$ cat config.mk
export PLATFORM = sky130hd
export DESIGN_NAME = ppc_queue
export DESIGN_NICKNAME = d
export VERILOG_FILES = /design/src/rtl/core/ppc_pkg.sv /design/src/rtl/core/ppc_queue.sv
export SDC_FILE = /design/constraint.sdc
export NUM_CORES = 1
export LEC_CHECK = 0
export BUFFER_PORTS_ARGS = -buffer_cell sky130_fd_sc_hd__buf_4
export CAP_MARGIN = 20
export CORE_AREA = 3 3 314 316
export CTS_CLUSTER_SIZE = 24
export DETAILED_ROUTE_END_ITERATION = 7
export DIE_AREA = 0 0 317 319
export PLACE_DENSITY_LB_ADDON = 0.05
export SLEW_MARGIN = 20
export SYNTH_ARGS = -nofsm -noshare
export SYNTH_HDL_FRONTEND = slang
export SYNTH_SLANG_ARGS = --single-unit
$ cat constraint.sdc
create_clock -name clk -period 24.3 [get_ports clk]
set_input_delay 1.215 -clock clk [delete_from_list [all_inputs] [get_ports clk]]
set_output_delay 1.215 -clock clk [all_outputs]
set_load 0.01 [all_outputs]
$ cat src/rtl/core/ppc_pkg.sv
// Shared constants, accumulator record and status codes for the correlation block.
package ppc_pkg;

  localparam int SAMPLE_BITS = 16;
  localparam int MAX_SAMPLES = 65536;
  localparam int FRAC_BITS   = 30;

  localparam int FIELD_W = 16;
  localparam int CNT_W   = $clog2(MAX_SAMPLES + 1);
  localparam int TOT_W   = 33;
  localparam int SQ_W    = 47;
  localparam int PR_W    = 48;
  localparam int CORR_W  = 32;
  localparam int STAT_W  = 3;

  localparam int DIV_BASE = 64 + FRAC_BITS;

  localparam logic [31:0] ONE    = 32'd1 << FRAC_BITS;
  localparam logic [63:0] ONE_SQ = 64'd1 << (2 * FRAC_BITS);
  localparam logic [63:0] NORM_LIM = 64'd1 << 60;

  localparam logic [STAT_W-1:0] ST_OK  = 3'd0;
  localparam logic [STAT_W-1:0] ST_X   = 3'd1;
  localparam logic [STAT_W-1:0] ST_Y   = 3'd2;
  localparam logic [STAT_W-1:0] ST_Z   = 3'd3;
  localparam logic [STAT_W-1:0] ST_DEN = 3'd4;

  typedef struct packed {
    logic        [CNT_W-1:0] count;
    logic signed [TOT_W-1:0] tx;
    logic signed [TOT_W-1:0] ty;
    logic signed [TOT_W-1:0] tz;
    logic        [SQ_W-1:0]  sxx;
    logic        [SQ_W-1:0]  syy;
    logic        [SQ_W-1:0]  szz;
    logic signed [PR_W-1:0]  pxy;
    logic signed [PR_W-1:0]  pxz;
    logic signed [PR_W-1:0]  pyz;
  } acc_t;

endpackage

$ cat src/rtl/core/ppc_queue.sv
// Two-entry queue of finished accumulator records.
module ppc_queue (
  input  logic           clk,
  input  logic           rst,
  input  logic           push_valid,
  input  ppc_pkg::acc_t  push_data,
  output logic           push_ready,
  output logic           pop_valid,
  output ppc_pkg::acc_t  pop_data,
  input  logic           pop_ready
);

  ppc_pkg::acc_t mem [2];
  logic       wr_ptr;
  logic       rd_ptr;
  logic [1:0] fill;
  logic       do_push;
  logic       do_pop;

  assign push_ready = (fill != 2'd2);
  assign pop_valid  = (fill != 2'd0);
  assign pop_data   = mem[rd_ptr];
  assign do_push    = push_valid && push_ready;
  assign do_pop     = pop_valid && pop_ready;

  always_ff @(posedge clk) begin
    if (do_push) begin
      mem[wr_ptr] <= push_data;
    end
  end

  always_ff @(posedge clk) begin
    if (rst) begin
      wr_ptr <= 1'b0;
      rd_ptr <= 1'b0;
      fill   <= 2'd0;
    end else begin
      if (do_push) begin
        wr_ptr <= ~wr_ptr;
      end
      if (do_pop) begin
        rd_ptr <= ~rd_ptr;
      end
      if (do_push && !do_pop) begin
        fill <= fill + 2'd1;
      end else if (do_pop && !do_push) begin
        fill <= fill - 2'd1;
      end
    end
  end

endmodule

## Yosys cells after proc, flatten, opt, wreduce, memory -nomap -nowiden

Memory sizes are Yosys's and may differ from the RTL's. A register that Yosys moved wholly into a read port is not among the register bits.
Index checks and enable logic that the tools add are counted.

- Flip-flop bits (word level): 4
- Memories kept: 1
- Memory bits (writable): 802
- Output and inout port bits: 403

- Bitwise logic cells: 2
- Equal/unequal tests: 1
- Reduce and logical (&&, ||, !) cells: 8
- Multiplexer cells: 6
- Add/sub/neg operators: 2

Memories:

| memory | depth | width | rd ports | clocked after Yosys merged registers in | write ports | RTL line | text |
|---|---|---|---|---|---|---|---|
| mem | 2 | 401 | 1 | 1 | 1 | ppc_queue.sv:13 | `ppc_pkg::acc_t mem [2];` |

Operators with widths:

| cell | number |
|---|---|
| 1-bit logical AND | 4 |
| 1-bit two-way mux | 4 |
| 2-bit two-way mux | 2 |
| 2-bit nonzero test | 2 |
| 2-bit by 1-bit adder with 2-bit output (second input constant) | 1 |
| 1-bit logical NOT | 2 |
| 2-bit != test (second input constant) | 1 |
| 1-bit inverter | 2 |
| 2-bit by 1-bit subtractor with 2-bit output (second input constant) | 1 |

## Depth between registers and ports, before layout

- Word-level depth: 6
- Mapped depth: 6
- Gate-level depth less buffers: 6

## Worst setup path after synthesis

OpenSTA, ideal clock, no wires.

- Path kind: input -> register
- Start: input push_valid
- End: memory mem[1][0] in the netlist's numbering, enable pin
- Cell stages on the path: 1
- Slack: 13.118 ns
- Setup time: 0.818 ns
- Arrival time: 10.363 ns
- Required time: 23.482 ns
- Path buffers: 0
- Cell sequence: and3_1

- Word-level cells in the longest chain between the ends: 3

Ends and longest elaborated chain:

| item | RTL line | text |
|---|---|---|
| start, declared | ppc_queue.sv:5 | `input logic push_valid,` |
| 1-bit logical AND | ppc_queue.sv:23 | `assign do_push = push_valid && push_ready;` |
| 1-bit two-way mux | ppc_queue.sv:27 | `if (do_push) begin` |
| 1-bit two-way mux (implied by the code) | ppc_queue.sv:28 | `mem[wr_ptr] <= push_data;` |
| end, declared | ppc_queue.sv:13 |  |

Every way passes these cells.

==> metrics.md <==
| Metric | Value |
|---|---|
| Slowest cell delay on critical path | `0.97 ns` |
| Crit-path cells | `buf_4 -> buf_4 -> mux2_1 -> buf_4` |
| WL/cell | `approximately 23 µm` |
| Post-CTS Setup Bufs | `0` |
| Pleak | `14.7 nW` |
| Die Ht | `between 300 and 400 µm` |
| Final WL | `roughly 80 mm` |
| Worst-path clk slew | `about 0.05 ns` |
| R2R setup slack | `19.73 ns` |
| CP most frequent cell | `buf_4` |
| Final-stage net count | `2,548` |
| Syn Std Cell Area | `29,700 µm²` |
| RePlAce Congestion | `0.748` |
| Residual DRC | `0` |
| ANT nets after route | `0` |
| CP top delay family | `buffers and inverters` |
| Worst Max-Slew Pin Slew | `between 1 and 1.5 ns` |
| Setup crit end | `pop_data[384]` |
| Period minus WS final | `5.32 ns` |
| Seq/Total Area, Yosys | `81.6%` |
| HP Class | `flip-flop to flip-flop` |
| Critical Path End Type | `output pin` |
| Critical Path AT | `around 4.1 ns` |
| Synthesized net count | `1,678` |
| Post-synthesis adder-cell area fraction | `0.0422%` |
| Router iterations before antenna repair | `4` |
| Num CTS Buffers | `91` |
| CTS tree | `built` |
| Design area | `39,800 µm²` |
| RR Endpoint | `mem[1][315]` |
| Syn Inst Count | `1,272` |
| CP max stage cell | `buf_4` |
| DIE AREA | `slightly above 100,000 µm²` |
| Synth-to-layout area growth | `34.1%` |
| Mean Syn Cell Area | `23.3 µm²` |
| Clock latency on the worst-skew pair | `about 0.63 ns` |
| XOR/XNOR Fraction of Synth Area | `0.0886%` |
| Top achievable clock speed | `188 MHz` |
| Htree depth | `3` |
| RSZ-0062 raised after global routing | `false` |
| CP Depth | `4` |
| Buf/Inv on CP | `3` |
| Initial antenna violation count | `13` |
| Outcome | `complete, no violations` |
| Max Root-Sink Buffers | `3` |
| CTS Sinks | `807` |
| Number of fill cells | `8,734` |
| Via count | `15,200` |
| DRT iter0 DRCs | `895` |
| Critical Path RT | `~23 ns` |
| Row count | `about 110` |
| Simple-gate portion of the synthesized area | `0.169%` |
| Worst Clk Skew | `between 0.01 and 0.015 ns` |
| Worst vdd ir | `roughly 0.085 mV` |
| Final setup TNS | `0 ns` |
| Max cap viols | `0` |
| Final Max Tran Viols | `0` |
| Synth Area in Compound Gates | `0.101%` |
| Setup violations, final | `0` |
| Vias per cell | `4.33` |
| Port buffer count | `807` |
| Largest family of logic cells by synthesized area | `multiplexers` |
| Synth area leaders | `edfxtp_1 (81%), mux2_2 (11%), mux2_4 (4.6%)` |
| Relative slew slack | `19.6%` |
| Critical path class | `flip-flop to output pin` |
| RR Startpoint | `fill[0]` |
| Resized cells post-CTS | `0` |
| GRT Total Usage | `15.5%` |
| Final period utilization | `a little over a fifth` |
| Placed Area | `37,000 µm²` |
| Syn. warnings | `0` |
| Largest net degree at the start of global routing | `151` |
| Initial Util | `30.8%` |
| Dpl hpwl | `about 57 mm` |
| Synth unique cells | `20` |
| Chip Width | `approximately 320 µm` |
| Top cell type's share of synthesized area | `81.2%` |
| Share of cells above drive strength 1 | `59.9%` |
| IO Count | `808` |
| Fin. Hold Viols | `0` |
| Hold buffers post-CTS | `0` |
| Seq cells post-synth | `807` |
| Cell taking the most area after synthesis | `edfxtp_1` |
| Global-route wire length before repair | `113 mm` |
| Congestion Overflow GR | `0` |
| Vias in the first global route | `~16,000` |
| Post-synthesis mux area share | `16.4%` |
| Top fanout value on the critical path | `between 60 and 70` |
| Pwr per Cell Area | `between 100 and 150 nW/µm²` |
| Worst reg2reg path depth | `5` |
| Core Footprint | `around 96,000 µm²` |
| Clock root cell | `clkbuf_16` |
| CP startpoint kind | `flip-flop` |
==> kinds of logic after synthesis <==
group           after synthesis
buf+inv                      46
fa+ha+maj                     1
xor+xnor                      3
simple gates                  9
compound gates                5
mux                         401
flops                       807
==> cell type report <==
| cell class | instances | area, µm² | area share [%] |
|---|---|---|---|
| multi-input combinational | 419 | 4980 | 12.5 |
| clock inverter | 42 | 294 | 0.740 |
| sequential | 807 | 24200 | 60.8 |
| clock buffer | 121 | 2470 | 6.23 |
| tap | 1276 | 1600 | 4.02 |
| inverter | 1 | 11.3 | 0.0283 |
| timing repair buffer | 822 | 6190 | 15.6 |
| antenna | 9 | 22.5 | 0.0567 |
==> layer usage <==
metal	routed length [µm]	track usage, %	vias up
li1	-	-	6855
met1	27100	15.6	7624
met2	44600	28.9	542
met3	7510	5.91	119
met4	2230	5.59	10
met5	59	0	-
==> sequential cells by signal (all words and copies together) (netlist names), named ones only <==
register / cells
wr_ptr: 1
fill: 2
rd_ptr: 1
mem: 802
==> how the worst min path moves through the flow <==
stage | to | start | slack (ns) | depth (start not counted)
final | flip-flop | rd_ptr | 0.54 | 2
after floorplan | fill[1] | fill[1] | 0.47 | 2
after global placement | rd_ptr | rd_ptr | 0.49 | 2
after detailed placement | flip-flop | rd_ptr | 0.49 | 2
after CTS | flip-flop | rd_ptr | 0.53 | 2
after global routing | fill[1] | fill[1] | 0.57 | 2
==> worst reg2reg max path: stages, from the launching register on <==
cell and delay [ns]:
dfxtp_1 0.40, nand2b_1 0.32, and3_4 0.66, buf_4 0.88, buf_4 0.91, buf_4 0.98
==> placed cells by master, fill, tap and decap left out <==
master,n
clkinv_2,14
and2_1,1
clkbuf_16,95
edfxtp_1,802
buf_6,1
inv_6,1
xor2_1,3
or3_1,1
mux2_2,291
clkinv_1,21
clkinv_4,1
dfxtp_4,1
a21oi_1,2
inv_8,1
buf_4,820
a21bo_2,1
nand2b_1,1
mux2_4,90
mux2_1,20
or2_2,1
and3_4,1
diode_2,9
buf_12,1
dfxtp_1,4
o21ai_0,2
nand3b_1,1
clkbuf_1,26
nor2_1,3
bufinv_16,4
clkinvlp_4,1
ha_1,1
==> power breakdown <==
part	switching, mW	internal (mW)
combinational	0.560	0.552
sequential	0.0453	1.74
clock	0.524	0.753
total	1.13	3.04
==> Yosys cell counts <==
master    number
nand3b_1       1
a21bo_2        1
ha_1           1
mux2_2       291
or3_1          1
mux2_1        20
xor2_1         3
nor2_1         3
and2_1         1
inv_1          1
and3_1         1
a21oi_1        2
buf_2          2
dfxtp_1        5
or2_2          1
mux2_4        90
o21ai_0        2
nand2b_1       1
edfxtp_1     802
buf_6         43
==> stage by stage <==
| stage | hold slack, ns | total power [mW] | setup slack (ns) | cells | util, % |
|---|---|---|---|---|---|
| after global routing | 0.575 | 4.37 | 18.69 | 3493 | 41.3 |
| final | 0.535 | 4.18 | 18.98 | 3497 | 41.3 |
| after global placement | 0.488 | 2.95 | 19.07 | 3325 | 38.4 |
| after detailed placement | 0.492 | 2.96 | 19.03 | 3325 | 38.4 |
| after floorplan | 0.471 | 2.49 | 13.12 | 1272 | - |
| after CTS | 0.533 | 4.26 | 18.77 | 3488 | 41.3 |
Note: power is estimated with default switching activity, not from simulation.
